## src/rtl/nsac_queue.sv

```systemverilog
// short fifo between the front and back parts
// no dependencies
module nsac_queue #(
   parameter int WIDTH = 8,
   parameter int DEPTH = 2,
   localparam int PW = (DEPTH > 1) ? $clog2(DEPTH) : 1,
   localparam int CW = $clog2(DEPTH + 1)
) (
   input  logic             clock,
   input  logic             reset,
   input  logic             push,
   input  logic [WIDTH-1:0] push_data,
   output logic             full,
   input  logic             pop,
   output logic [WIDTH-1:0] pop_data,
   output logic             empty
);

   logic [WIDTH-1:0] slot_ff [DEPTH];
   logic [PW-1:0]    wr_ptr_ff, wr_ptr_in;
   logic [PW-1:0]    rd_ptr_ff, rd_ptr_in;
   logic [CW-1:0]    count_ff, count_in;
   logic             do_push, do_pop;

   assign full     = (count_ff == CW'(DEPTH));
   assign empty    = (count_ff == '0);
   assign do_push  = push && !full;
   assign do_pop   = pop && !empty;
   assign pop_data = slot_ff[rd_ptr_ff];

   // pointer and fill count update
   always_comb begin
      wr_ptr_in = wr_ptr_ff;
      rd_ptr_in = rd_ptr_ff;
      count_in  = count_ff;
      if (do_push) begin
         wr_ptr_in = (wr_ptr_ff == PW'(DEPTH - 1)) ? '0 : wr_ptr_ff + 1'b1;
      end
      if (do_pop) begin
         rd_ptr_in = (rd_ptr_ff == PW'(DEPTH - 1)) ? '0 : rd_ptr_ff + 1'b1;
      end
      if (do_push && !do_pop) begin
         count_in = count_ff + 1'b1;
      end else if (do_pop && !do_push) begin
         count_in = count_ff - 1'b1;
      end
   end

   always_ff @(posedge clock) begin
      if (reset) begin
         wr_ptr_ff <= '0;
         rd_ptr_ff <= '0;
         count_ff  <= '0;
      end else begin
         wr_ptr_ff <= wr_ptr_in;
         rd_ptr_ff <= rd_ptr_in;
         count_ff  <= count_in;
      end
   end

   // entry storage
   always_ff @(posedge clock) begin
      if (do_push) begin
         slot_ff[wr_ptr_ff] <= push_data;
      end
   end

endmodule

```

## config.mk

```make
export PLATFORM = sky130hd
export DESIGN_NAME = nsac_queue
export DESIGN_NICKNAME = d
export VERILOG_FILES = /design/src/rtl/nsac_queue.sv
export SDC_FILE = /design/constraint.sdc
export NUM_CORES = 1
export LEC_CHECK = 0
export BUFFER_PORTS_ARGS = -buffer_cell sky130_fd_sc_hd__buf_2
export CORE_AREA = 2 2 53 55
export CTS_BUF_LIST = sky130_fd_sc_hd__clkbuf_8 sky130_fd_sc_hd__clkbuf_16
export CTS_CLUSTER_SIZE = 28
export DETAILED_ROUTE_END_ITERATION = 8
export DIE_AREA = 0 0 55 57
export GPL_TIMING_DRIVEN = 0
export PLACE_DENSITY = 0.6
export SYNTH_ARGS = -nofsm -noshare
export SYNTH_HDL_FRONTEND = slang
export SYNTH_SLANG_ARGS = --single-unit
export TNS_END_PERCENT = 5
```

## constraint.sdc

```tcl
create_clock -name clock -period 3.6 [get_ports clock]
set_clock_uncertainty 0.2 [all_clocks]
set_input_delay 0.36 -clock clock [delete_from_list [all_inputs] [get_ports clock]]
set_output_delay 0.36 -clock clock [all_outputs]
set_load 0.02 [all_outputs]
```

==> Yosys cells after proc, flatten, opt, wreduce, memory -nomap -nowiden <==
Memories as Yosys holds them, arrays and structs flattened. A register that Yosys moved wholly into a read port is not among the register bits.
Index checks and enable logic that the tools add are counted.
{ "classes": {"add_sub_neg": 4, "n_eq_ne": 1, "muxes": 8, "n_reduce_logical": 10} }
{ "ops": {"columns": ["op", "count"], "rows": [
  ["two-way mux 1 bit", 6],
  ["logical AND 1 bit", 4],
  ["zero test 1 bit", 4],
  ["two-way mux 2 bit", 2],
  ["adder 1 bit, second input constant", 2],
  ["adder 2 x 1 -> 2 bit, second input constant", 1],
  ["== test 2 bit, second input constant", 1],
  ["zero test 2 bit", 1],
  ["nonzero test 2 bit", 1],
  ["subtractor 2 x 1 -> 2 bit, second input constant", 1]
]} }
{ "totals": {"reg_bits": 4, "mem_bits_rw": 16, "in_bits": 12, "output_inout_bits": 10, "memories": 1} }
{ "memory_table": {"columns": ["memory", "depth", "word_bits", "read_ports", "rd_clocked_by_memory_dff", "wr", "line", "source"], "rows": [
  ["slot_ff", 2, 8, 1, 1, 1, "19", "logic [WIDTH-1:0] slot_ff [DEPTH];"]
]} }

==> Logic depth before layout (Yosys ltp) <==
{ "logic_depth": {"word_depth": 7, "mapped_depth": 6, "depth_no_buf": 6} }

==> Worst setup path before layout <==
OpenSTA, ideal clock, no wires.
{ "synth_path": {"path_type": "reg-to-reg", "startpoint": "register count_ff[1]", "endpoint": "register count_ff[1]", "setup_time_ns": 0.070, "arrival_time_ns": 1.517, "t_required_ns": 3.330, "path_slack_ns": 1.813, "stages_incl_launch_ff": 6, "path_buffers": 0, "period_less_slack_ns": 1.787, "cell_sequence": "dfxtp_1 > nor2b_2 > nor2_1 > ha_1 > or3_1 > a21oi_1"} }
{ "synth_via": {"elab_chain_cells": 6, "word_cells_on_any_way": 15, "classes_between": "add/sub: 2; eq/ne: 1; mux: 2; reduce/logical: 10"} }
{ "synth_rtl": {"columns": ["item", "line", "source"], "rows": [
  ["start, declared", "22", "logic [CW-1:0] count_ff, count_in;"],
  ["start signal, assigned", "57", "count_ff <= count_in;"],
  ["== test 2 bit *", "25", "assign full = (count_ff == CW'(DEPTH));"],
  ["via full", "13", "output logic full,"],
  ["zero test 1 bit *", "27", "assign do_push = push && !full;"],
  ["logical AND 1 bit *", "27", null],
  ["zero test 1 bit", "44", "end else if (do_pop && !do_push) begin"],
  ["logical AND 1 bit", "44", null],
  ["nonzero test 2 bit (no source line)", null, null]
]} }
Mark *: on every way through the listed nets, which the timed path passes. The rest lies on a longest branch. The select of a mux whose other input is x is not followed.
A chain may end at the register's enable or synchronous reset.

==> flow_results.org <==
** Status
- The flow ran to the end, and the final reports show no timing, DRC or antenna violations.

** Worst setup path
- By startpoint and endpoint, the worst setup path is classified as reg2out.
- Crit path max fanout :: 8
- FF-to-FF setup slack :: 1.82 ns
- Reg2Reg Launch Point :: count_ff[0]$_SDFFE_PP0P_
- In this design, the stage delay of the slowest critical-path cell is 0.36 ns.
- By instance count, the cell type seen most on the critical path is sky130_fd_sc_hd__buf_2.
- Critical path launch point type :: flip-flop
- Required time worst endpoint :: between 3 and 4 ns
- Count of cells along the worst register-to-register path :: 4
- Critical-path top delay cell :: sky130_fd_sc_hd__mux2_2
- The worst setup path is captured at an output pin.
- Walking the worst path, the cells encountered are buf_2 -> mux2_2 -> buf_2.
- Data arrives at the worst endpoint at ~1.3 ns.
- End of the worst register-to-register path :: count_ff[1]$_SDFFE_PP0P_

** Logic synthesis
- The synthesized netlist devotes 5.84% of its cell area to simple gates.
- Post-synthesis instance area :: 793 um^2
- Post-synthesis net count :: 63
- After synthesis the netlist holds a flip-flop and latch count of 21.
- Share of the synthesized netlist area taken by xor and xnor gates :: 3.31%
- Main combinational cell family by area after synthesis :: multiplexers
- Mux share of post-synthesis cell area :: 11.4%
- Adder-cell share of the synthesized area :: 1.58%
- The synthesized netlist devotes 3.15% of its cell area to compound gates.
- Synthesis produced a netlist whose cell count is 50.
- Dividing the synthesized area by the synthesized cell count gives 15.9 um^2.
- Register area share after synthesis :: about three quarters
- Yosys Warn Count :: 0
- Library cells used by synthesis :: 13

** Final layout
- Combined flip-flop and latch cell area :: 581 um^2
- Diodes inserted :: 0
- The library cell used most frequently in the layout, excluding fill and tap cells, is sky130_fd_sc_hd__buf_2.
- Counting the fill cells in the layout gives approximately 280.
- Share of layout cells above drive strength 1 :: 45.3%
- The library cells used most frequently in the layout, excluding fill and tap cells, are sky130_fd_sc_hd__buf_2 (22), sky130_fd_sc_hd__edfxtp_1 (16), sky130_fd_sc_hd__mux2_2 (8), sky130_fd_sc_hd__nor2_1 (5), sky130_fd_sc_hd__dfxtp_1 (5).
- Final net count :: 89
- Measured on the finished design, the core utilization comes to 37.6%.
- Area of the multi-input gates :: 200 um^2
- The area growth from synthesis to layout is 23.8%.

** Clock tree
- Clock-pin slew was measured on the worst setup and hold paths at approximately 0.070 ns.
- Total clock sinks :: 21
- The later pin in the worst-skew pair is clocked with a latency of 0.25 ns.
- Clock tree from TritonCTS :: done
- In this run, post-CTS hold repair placed 0 buffers.
- H-tree Lvls :: 1
- CTS buffer count :: 3
- CTS Root Buffer Type :: sky130_fd_sc_hd__clkbuf_8
- After clock tree synthesis, the setup repair step added 0 buffers.
- Buffer levels on the longest clock path :: 2
- Gates resized, CTS repair :: 0

** STA
- Least setup slack across all paths after layout :: 1.76 ns
- Measured slew at the worst slew-check pin :: 0.388 ns
- Number of endpoints failing setup at the final stage :: 0
- Based on the critical path, the design can be clocked at up to 0.544 GHz.
- The final critical path takes up 51.1% of the cycle.
- For the final routed database, the setup TNS stands at 0 ns.
- Hold Violations, Final :: 0
- The worst pin sits at a relative slew slack of 74.1%.
- Setup repair after global routing left no endpoint under its margin.
- Subtracting the final worst setup slack from the clock period gives 1.84 ns.
- The number of max-slew violations in the final report is 0.

** Pwr
- Static Leakage :: ~0.40 nW
- Overall power after layout :: approximately 700 uW
- Largest vdd supply drop :: around 0.36 mV
- Pwr dens :: 720 nW/um^2

** Worst hold path
- Type of the worst min-delay path :: in2reg
- Counting instances, the worst hold path has a depth of 1.
- Hold path start :: push_data[5]
- Hold path endpoint :: slot_ff[1][5]$_DFFE_PP_

** Detailed routing
- Using the TritonRoute via totals, the vias-per-cell ratio works out to 4.42.
- The detailed router used layers up to and including met3.
- Summed over all layers, the routed wires come to 1200 um.
- DRC violations left :: 0
- Total met3 wirelength after detailed routing :: 108 um
- Iter 0 DRT Violations :: 3
- Summed over all nets, wire length on met2 after detailed routing comes to 595 um.
- Number of iterations in the first detailed-routing pass :: 3
- The final route contains approximately 470 vias.
- Dividing the detail-routed wire length by the instance count gives between 10 and 15 um.
- The count of nets left with antenna violations once routing finished came out at 0.
- Routed metal-1 wirelength :: 491 um

** GRT
- In the global route stage, overall resource usage came out at 7.92%.
- Wire length of the first global-routing pass :: 1770 um
- Global routing finished with a remaining overflow of 0.
- Via count of the first global-routing pass :: 444
- Entering global routing, the biggest net connects 12 pins.
- The initial antenna violation count was 0.

** Floorplanning
- X dimension of the die :: approximately 55 um
- Placeable core region :: 2620 um^2
- The die covers 3140 um^2.
- Standard-cell row count :: 19
- The floorplan step set the die height to 57 um.
- Starting Density :: 30.3%
- I/O Pins :: 22

** Placed design
- Routability-driven placement congestion ratio :: 0.671
- OpenSTA, run right after detailed placement, puts the worst setup slack at 1.82 ns.
- After legalization and detailed placement, the total HPWL measured ~890 um.
- Number of port buffers :: 21

** Run
- The tool flagged a number of max-cap violations equal to 0.
worst max path at each step:
stage | startpoint | end | slack [ns] | cells after the start
finish | flip-flop | pop_data[7] | 1.76 | 3
global route | count_ff[0]$_SDFFE_PP0P_ | count_ff[1]$_SDFFE_PP0P_ | 1.67 | 4
CTS | flip-flop | pop_data[7] | 1.74 | 3
global placement | count_ff[0]$_SDFFE_PP0P_ | count_ff[1]$_SDFFE_PP0P_ | 1.84 | 4
floorplan | count_ff[1]$_SDFFE_PP0P_ | count_ff[1]$_SDFFE_PP0P_ | 1.81 | 5
detailed placement | count_ff[0]$_SDFFE_PP0P_ | count_ff[1]$_SDFFE_PP0P_ | 1.82 | 4
metrics by stage:
step	hold WS, ns	instance area (um^2)	instances
finish	0.0944	982	106
detailed placement	0.290	937	102
global route	0.0906	982	106
floorplan	0.229	793	50
CTS	0.0904	982	106
global placement	0.269	937	102
metal layers:
layer  vias to the layer above  GRT usage, %
met5                         -             0
met4                         0          3.14
met3                         0          2.88
met2                        15          13.6
met1                       223          8.59
li1                        230             -
cells in the mapped netlist:
cell,n,area (um^2)
sky130_fd_sc_hd__a21oi_1,2,10.0
sky130_fd_sc_hd__and2_1,1,6.26
sky130_fd_sc_hd__buf_2,1,5.00
sky130_fd_sc_hd__dfxtp_1,5,100
sky130_fd_sc_hd__edfxtp_1,16,480
sky130_fd_sc_hd__ha_1,1,12.5
sky130_fd_sc_hd__inv_1,2,7.51
sky130_fd_sc_hd__mux2_2,8,90.1
sky130_fd_sc_hd__nor2_1,5,18.8
sky130_fd_sc_hd__nor2b_2,1,8.76
sky130_fd_sc_hd__o21ai_0,3,15.0
sky130_fd_sc_hd__or3_1,2,12.5
sky130_fd_sc_hd__xor2_1,3,26.3
cell families after synthesis:
family	after synthesis
XOR/XNOR	3
AO/OA/AOI/OAI	5
multiplexers	8
flip-flops	21
AND/OR/NAND/NOR	9
buffers and inverters	3
adder cells (fa/ha/maj)	1
cell type report:
cell class | count | share of cell area (%)
inverter | 2 | 0.764
clock inverter | 1 | 0.382
sequential | 21 | 59.1
multi-input combinational | 26 | 20.4
buffer | 1 | 0.510
timing repair buffer | 21 | 10.7
clock buffer | 3 | 4.20
tap | 31 | 3.95
worst max-delay path, delay by kind of cell (launching register included):
| kind | cells | cell delay (ns) |
|---|---|---|
| muxes | 1 | 0.36 |
| DFF | 1 | 0.30 |
| buffers and inverters | 2 | 0.37 |
state kept, by name, indices dropped and copies added (netlist names), named ones only:
| signal | count |
|---|---|
| slot_ff | 16 |
| count_ff | 2 |
| rd_ptr_ff | 1 |
| wr_ptr_ff | 1 |
report_power, final:
group	total, mW	switching (mW)	internal (mW)	leakage [nW]
registers	0.329	0.0198	0.309	0.191
clock network	0.143	0.0673	0.0756	0.0269
logic	0.235	0.137	0.0982	0.177
total	0.707	0.224	0.483	0.395
No activity file was read; power rests on OpenSTA's default activity.
