==> config.mk <==
export PLATFORM = sky130hd
export DESIGN_NAME = nsac_front
export DESIGN_NICKNAME = d
export VERILOG_FILES = /design/src/rtl/nsac_pkg.sv /design/src/rtl/nsac_front.sv
export SDC_FILE = /design/constraint.sdc
export NUM_CORES = 1
export LEC_CHECK = 0
export ABC_AREA = 1
export BUFFER_PORTS_ARGS = -buffer_cell sky130_fd_sc_hd__buf_2
export CORE_ASPECT_RATIO = 1.5
export CORE_MARGIN = 5
export CORE_UTILIZATION = 63
export DETAILED_ROUTE_END_ITERATION = 7
export GPL_ROUTABILITY_DRIVEN = 0
export PLACE_DENSITY_LB_ADDON = 0.3
export SLEW_MARGIN = 30
export SYNTH_ARGS = -nofsm -noshare
export SYNTH_HDL_FRONTEND = slang
export SYNTH_SLANG_ARGS = --single-unit
==> constraint.sdc <==
create_clock -name vclk -period 9.8
set_clock_uncertainty 0.2 [all_clocks]
set_input_delay 1.96 -clock vclk [all_inputs]
set_output_delay 1.96 -clock vclk [all_outputs]
set_load 0.005 [all_outputs]
==> src/rtl/nsac_pkg.sv <==
// shared constants for the nearest-neighbor scaler with alpha blend
// field widths, command and entry kind codes, register indexes, background color
// no dependencies
package nsac_pkg;

   // default sizing
   localparam int MAX_SOURCE_DIM_DEF = 256;
   localparam int MAX_OUTPUT_DIM_DEF = 2048;
   localparam int QUEUE_DEPTH        = 2;

   // port field widths
   localparam int CMD_W     = 1;
   localparam int XY_W      = 11;
   localparam int CHAN_W    = 8;
   localparam int RGB_W     = 24;
   localparam int RGBA_W    = 32;
   localparam int SRC_CFG_W = 9;
   localparam int OUT_CFG_W = 12;
   localparam int CSR_IDX_W = 2;
   localparam int CSR_DAT_W = 12;
   localparam int KIND_W    = 2;

   // commands on the request channel
   localparam logic [CMD_W-1:0] CMD_STORE = 1'b0;
   localparam logic [CMD_W-1:0] CMD_FETCH = 1'b1;

   // status codes
   localparam logic STATUS_OK    = 1'b0;
   localparam logic STATUS_RANGE = 1'b1;

   // kinds of work handed from front to back
   localparam logic [KIND_W-1:0] KIND_STORE = 2'd0;
   localparam logic [KIND_W-1:0] KIND_FETCH = 2'd1;
   localparam logic [KIND_W-1:0] KIND_ERROR = 2'd2;

   // configuration register indexes
   localparam logic [CSR_IDX_W-1:0] CSR_SOURCE_WIDTH  = 2'd0;
   localparam logic [CSR_IDX_W-1:0] CSR_SOURCE_HEIGHT = 2'd1;
   localparam logic [CSR_IDX_W-1:0] CSR_OUTPUT_WIDTH  = 2'd2;
   localparam logic [CSR_IDX_W-1:0] CSR_OUTPUT_HEIGHT = 2'd3;

   // background color and full opacity
   localparam logic [CHAN_W-1:0] BG_RED     = 8'd29;
   localparam logic [CHAN_W-1:0] BG_GREEN   = 8'd29;
   localparam logic [CHAN_W-1:0] BG_BLUE    = 8'd39;
   localparam logic [CHAN_W-1:0] FULL_ALPHA = 8'd255;

   // size register reset value
   localparam int DIM_RESET = 256;

endpackage

==> src/rtl/nsac_front.sv <==
// front part: accepts requests, range checks them, forms store address and
// scaled coordinate products, and pushes at most one work entry to the queue
// depends on nsac_pkg
module nsac_front #(
   parameter int MAX_SOURCE_DIM = nsac_pkg::MAX_SOURCE_DIM_DEF,
   parameter int MAX_OUTPUT_DIM = nsac_pkg::MAX_OUTPUT_DIM_DEF,
   localparam int SDW = $clog2(MAX_SOURCE_DIM + 1),
   localparam int ODW = $clog2(MAX_OUTPUT_DIM + 1),
   localparam int AW  = (MAX_SOURCE_DIM > 1) ? $clog2(MAX_SOURCE_DIM * MAX_SOURCE_DIM) : 1,
   localparam int PW  = nsac_pkg::XY_W + SDW,
   localparam int EW  = nsac_pkg::KIND_W + AW + 2 * PW + nsac_pkg::RGBA_W
) (
   input  logic                         req_push,
   output logic                         req_full,
   input  logic [nsac_pkg::CMD_W-1:0]   req_cmd,
   input  logic [nsac_pkg::XY_W-1:0]    req_x_coord,
   input  logic [nsac_pkg::XY_W-1:0]    req_y_coord,
   input  logic [nsac_pkg::CHAN_W-1:0]  req_red_in,
   input  logic [nsac_pkg::CHAN_W-1:0]  req_green_in,
   input  logic [nsac_pkg::CHAN_W-1:0]  req_blue_in,
   input  logic [nsac_pkg::CHAN_W-1:0]  req_alpha_in,
   input  logic [SDW-1:0]               src_width,
   input  logic [SDW-1:0]               src_height,
   input  logic [ODW-1:0]               out_width,
   input  logic [ODW-1:0]               out_height,
   output logic                         q_push,
   output logic [EW-1:0]                q_data,
   input  logic                         q_full
);

   import nsac_pkg::*;

   logic                accept;
   logic                is_fetch;
   logic                in_source;
   logic                in_output;
   logic [KIND_W-1:0]   kind;
   logic [AW-1:0]       store_addr;
   logic [PW-1:0]       prod_x;
   logic [PW-1:0]       prod_y;
   logic [RGBA_W-1:0]   rgba;

   assign req_full = q_full;
   assign accept   = req_push && !q_full;
   assign is_fetch = (req_cmd == CMD_FETCH);

   // bounds checks against the sizes in effect
   assign in_source = (32'(req_x_coord) < 32'(src_width)) &&
                      (32'(req_y_coord) < 32'(src_height));
   assign in_output = (32'(req_x_coord) < 32'(out_width)) &&
                      (32'(req_y_coord) < 32'(out_height));

   // classify the request
   always_comb begin
      if (is_fetch) begin
         kind = in_output ? KIND_FETCH : KIND_ERROR;
      end else begin
         kind = KIND_STORE;
      end
   end

   // row-major frame address for a store
   assign store_addr = AW'(32'(req_y_coord) * 32'(MAX_SOURCE_DIM) + 32'(req_x_coord));

   // dividends of the nearest-neighbor mapping
   assign prod_x = PW'(req_x_coord) * PW'(src_width);
   assign prod_y = PW'(req_y_coord) * PW'(src_height);

   assign rgba = {req_red_in, req_green_in, req_blue_in, req_alpha_in};

   // stores outside the source are dropped here
   assign q_push = accept && (is_fetch || in_source);
   assign q_data = {kind, store_addr, prod_x, prod_y, rgba};

endmodule

Word-level counts from Yosys, hierarchy flattened
Cells that the tools add are included.
- word-level logic and storage cells: 15
- output and inout bits: 92
- register bits after elaboration: 0
- input port bits: 99
- mux-type cells: 2
- $lt $le $gt $ge: 4
- reduce and logical (&&, ||, !) cells: 6
- $add $sub $neg: 1
- $mul: 2
- operators by type and width (kind ; count):
    multiplier 11 x 9 -> 20 bit ; 2
    < comparator 11 x 12 -> 1 bit ; 2
    < comparator 11 x 9 -> 1 bit ; 2
    adder 16 x 11 -> 16 bit ; 1
    logical AND 1 bit ; 4
    2-to-1 mux 2 bit ; 2
    zero test 1 bit ; 1
    logical OR 1 bit ; 1

Longest topological paths before layout
- depth in word-level cells: 4
- gate-level depth with buffers: 20

Worst setup path before layout
Ideal clock, no wire load.
- path type: input to output
- start: in src_height[8]
- end: out q_data[51]
- required time: 7.640 ns
- cell stages on the path: 18
- arrival: 5.493 ns
- setup slack: 2.147 ns
- path through: clkbuf_1 -> nand2_1 -> fa_1 -> fa_1 -> inv_1 -> fa_1 -> inv_1 -> fa_1 -> inv_1 -> ha_1 -> a21oi_1 -> nor2_1 -> nor2_1 -> nand2_1 -> nand2_1 -> nand2_1 -> nand2_1 -> nand2_1
- cells in the longest elaborated chain, start to end: 1
- ends and longest elaborated chain (element ; line ; RTL):
    start: declaration ; nsac_front.sv:23 ; input logic [SDW-1:0] src_height,
    multiplier 11 x 9 -> 20 bit ; nsac_front.sv:67 ; assign prod_y = PW'(req_y_coord) * PW'(src_height);
    end: declaration ; nsac_front.sv:27 ; output logic [EW-1:0] q_data,
No other way between the ends.

Final worst setup path
- start: in req_y_coord[4] (netlist name)
- end: out q_data[51]
- cells in the longest elaborated chain, start to end: 1
- ends and longest elaborated chain (element ; line ; RTL):
    start: declaration ; nsac_front.sv:17 ; input logic [nsac_pkg::XY_W-1:0] req_y_coord,
    multiplier 11 x 9 -> 20 bit ; nsac_front.sv:67 ;
No other way between the ends.

==> qor.log <==
[finish] proportion of layout cells with a drive suffix above 1 10.4%
[drt] Detailed Routing Iterations Pass 1 5
[drt] average vias per placed instance 5.02
[placement] buffers added on ports 127
[setup_path] critical path's slowest cell sky130_fd_sc_hd__fa_1
[drt] routed wire length per instance 13.1 um
[drt] iteration-0 DRC count of the detailed router 211
[timing] Post-Route Setup TNS 0 ns
[global_routing] initial antenna violation count 0
[timing] final critical-path required period 8.11 ns
[setup_path] required time of the worst setup path 7.64 ns
[die] Die X 105 um
[timing] slew at the pin with the worst max-slew slack 0.461 ns
[finish] Ant. Diodes 0
[placement] detailed placement HPWL 16.7 mm
[timing] final worst hold slack 3.72 ns
[finish] final core utilization 66.3%
[global_routing] largest net degree at the start of global routing 16
[synth] number of distinct standard cells referenced by the synthesized netlist 27
[flow_run] number of maximum-capacitance violations 0
[setup_path] largest incremental delay on the critical path 0.55 ns
[setup_path] category of the worst setup path capture point primary output
[synth] simple-gate area share of the yosys netlist 20.3%
[setup_path] cell type with the highest occurrence count on the critical path sky130_fd_sc_hd__nand2_1
[die] row count 52
[drt] number of vias in the routed layout 7354
[timing] setup repair after global routing missed its margin false
[timing] share of the cycle needed by the critical path after routing 82.8%
[finish] Final Net Count 1668
[synth] adder-cell share of the synthesized area 50.4%
[global_routing] met2 usage in global routing 48.2%
[timing] final hold viol count 0
[synth] sequential cell area fraction in the yosys report 0%
[die] total I/O pin count 191
[drt] number of nets still failing antenna checks after routing 0
[worst_hold_path] Hold Path Depth 0
[global_routing] met3 Usage GRT 3.23%
[die] initial core utilization 63.6%
[worst_hold_path] class of the tightest hold or removal check in2out
[synth] per-instance average area after synthesis 6.74 um^2
[global_routing] via count of the first global-routing pass 7624
[synth] number of instances in the synthesized netlist 1257
[global_routing] busiest layer in global routing met2
[timing] Final setup violation count 0
[die] chip height 152 um
[cts] setup repair bufs after CTS 0
[setup_path] kind of launch point of the worst setup path primary input
[finish] number of sequential cells in the layout 0
[synth] net count after synthesis 1620
[power_and_ir_drop] leakage 6.15 nW
[cts] number of buffers added to fix hold violations after cts 0
[finish] CLK BUF 0
[cts] Resized Gates After CTS 0
[timing] Max Slew Vio Count 0
[synth] netlist area before placement 8480 um^2
[setup_path] Crit Path Category in2out
[finish] sequential standard cell area 0 um^2
[synth] share of the synthesized netlist area taken by xor and xnor gates 2.27%
[drt] routed wire length 19.1 mm
[global_routing] first-pass GRT wire length 33.6 mm
[finish] area added between synthesis and finish 4.25%
[placement] post-placement cell count 1465
[global_routing] met1 GRT Util 26.8%
[drt] DR DRC count 0
[synth] Syn. warnings 0
[power_and_ir_drop] pwr dens 181 nW/um^2
[timing] Max transition margin 69.0%
[setup_path] largest fanout on the critical path 15
[outcome] outcome finished, final reports clean
[global_routing] GRT Total Usage 24.6%
[synth] multiplexer share of the synthesized area 0%
[setup_path] arrival time of data at the critical path endpoint 5.95 ns
[synth] largest family of logic cells by synthesized area adder cells
[die] placeable core area 13300 um^2
[die] die footprint 15900 um^2
[finish] filler-free cell count of the finished design 1465
[setup_path] critical-path cell list buf_2 -> ha_1 -> inv_1 -> fa_1 -> fa_1 -> inv_1 -> fa_1 -> inv_1 -> fa_1 -> inv_1 -> ha_1 -> a21oi_1 -> nor2_1 -> nor2_1 -> nand2_1 -> nand2_1 -> nand2_1 -> nand2_1 -> nand2_1 -> buf_2
[global_routing] remaining global-route overflow 0
[timing] timing-limited maximum frequency 123 MHz
[power_and_ir_drop] maximum vdd ir drop 233 uV
[synth] compound-gate portion of the synthesized area 3.79%
[cell usage in the layout (no fill, tap or decap)]
| cell | Yosys | final |
|---|---|---|
| sky130_fd_sc_hd__o21ai_0 | 11 | 11 |
| sky130_fd_sc_hd__a21boi_0 | 2 | 2 |
| sky130_fd_sc_hd__xnor2_1 | 6 | 6 |
| sky130_fd_sc_hd__nand2_1 | 345 | 345 |
| sky130_fd_sc_hd__nor2_1 | 39 | 39 |
| sky130_fd_sc_hd__nand3_1 | 30 | 30 |
| sky130_fd_sc_hd__a21oi_2 | 1 | 1 |
| sky130_fd_sc_hd__inv_1 | 398 | 398 |
| sky130_fd_sc_hd__ha_1 | 135 | 135 |
| sky130_fd_sc_hd__o21bai_1 | 1 | 1 |
| sky130_fd_sc_hd__a21oi_1 | 39 | 39 |
| sky130_fd_sc_hd__buf_2 | 4 | 127 |
| sky130_fd_sc_hd__xor2_1 | 16 | 16 |
| sky130_fd_sc_hd__nor3_1 | 1 | 1 |
| sky130_fd_sc_hd__a21o_1 | 2 | 2 |
| sky130_fd_sc_hd__nor2_4 | 1 | 1 |
| sky130_fd_sc_hd__nand2_2 | 4 | 4 |
| sky130_fd_sc_hd__and2_1 | 6 | 6 |
| sky130_fd_sc_hd__o21a_1 | 1 | 1 |
| sky130_fd_sc_hd__nand3b_1 | 2 | 2 |
| sky130_fd_sc_hd__nand4_1 | 4 | 4 |
| sky130_fd_sc_hd__o21ai_2 | 2 | 2 |
| sky130_fd_sc_hd__nor3_2 | 1 | 1 |
| sky130_fd_sc_hd__fa_1 | 129 | 129 |
[final cells by class]
class                           instances  area, um^2
Tap cell                              162         203
Timing Repair Buffer                  127         636
Inverter                              398        1490
Fill cell                            1252        4500
Multi-Input combinational cell        778        6510
[report_power, final]
part           total (W)  switching (W)  internal (W)
logic            0.00160       0.000946      0.000650
clock network          0              0             0
registers              0              0             0
total            0.00160       0.000946      0.000650
[stage by stage]
stage / area, um^2 / setup slack [ns] / power (W)
after global routing: 8840 / 1.47 / 0.00185
after detailed placement: 8840 / 1.71 / 0.00161
after floorplan: 8480 / 2.15 / 0.00113
final: 8840 / 1.69 / 0.00160
after CTS: 8840 / 1.71 / 0.00162
after global placement: 8840 / 1.77 / 0.00158
[kinds of logic after synthesis]
group / count (synthesis)
fa+ha+maj: 264
simple gates: 433
buf+inv: 479
xor+xnor: 22
compound gates: 59
[worst paths after layout]
kind                            from    endpoint  slack (ns)
worst min-delay path   req_red_in[3]  q_data[27]        3.72
worst max-delay path  req_y_coord[4]  q_data[51]        1.69
[per-layer routing]
layer  routed length [um]  up-vias
li1                     -     3621
met1                 6740     3450
met2                10600      229
met3                 1130       54
met4                  625        0
met5                    0        -
[cells in the mapped netlist (all sizes together)]
cell type / number / area (um^2)
inv: 398 / 1490
nand2: 349 / 1320
ha: 135 / 1690
fa: 129 / 2580
buf: 48 / 354
a21oi: 40 / 204
nor2: 40 / 158
clkbuf: 33 / 124
nand3: 30 / 150
xor2: 16 / 140
o21ai: 13 / 72.6
and2: 6 / 37.5
xnor2: 6 / 52.6
nand4: 4 / 25.0
a21boi: 2 / 15.0
a21o: 2 / 15.0
nand3b: 2 / 15.0
nor3: 2 / 15.0
o21a: 1 / 7.51
o21bai: 1 / 7.51
[critical path, delay by kind of cell]
family | cells | cell delay (ns)
compound gates | 1 | 0.21
simple gates | 7 | 0.57
buf+inv | 6 | 0.63
fa+ha+maj | 6 | 2.60
(Power assumes the default switching activity.)
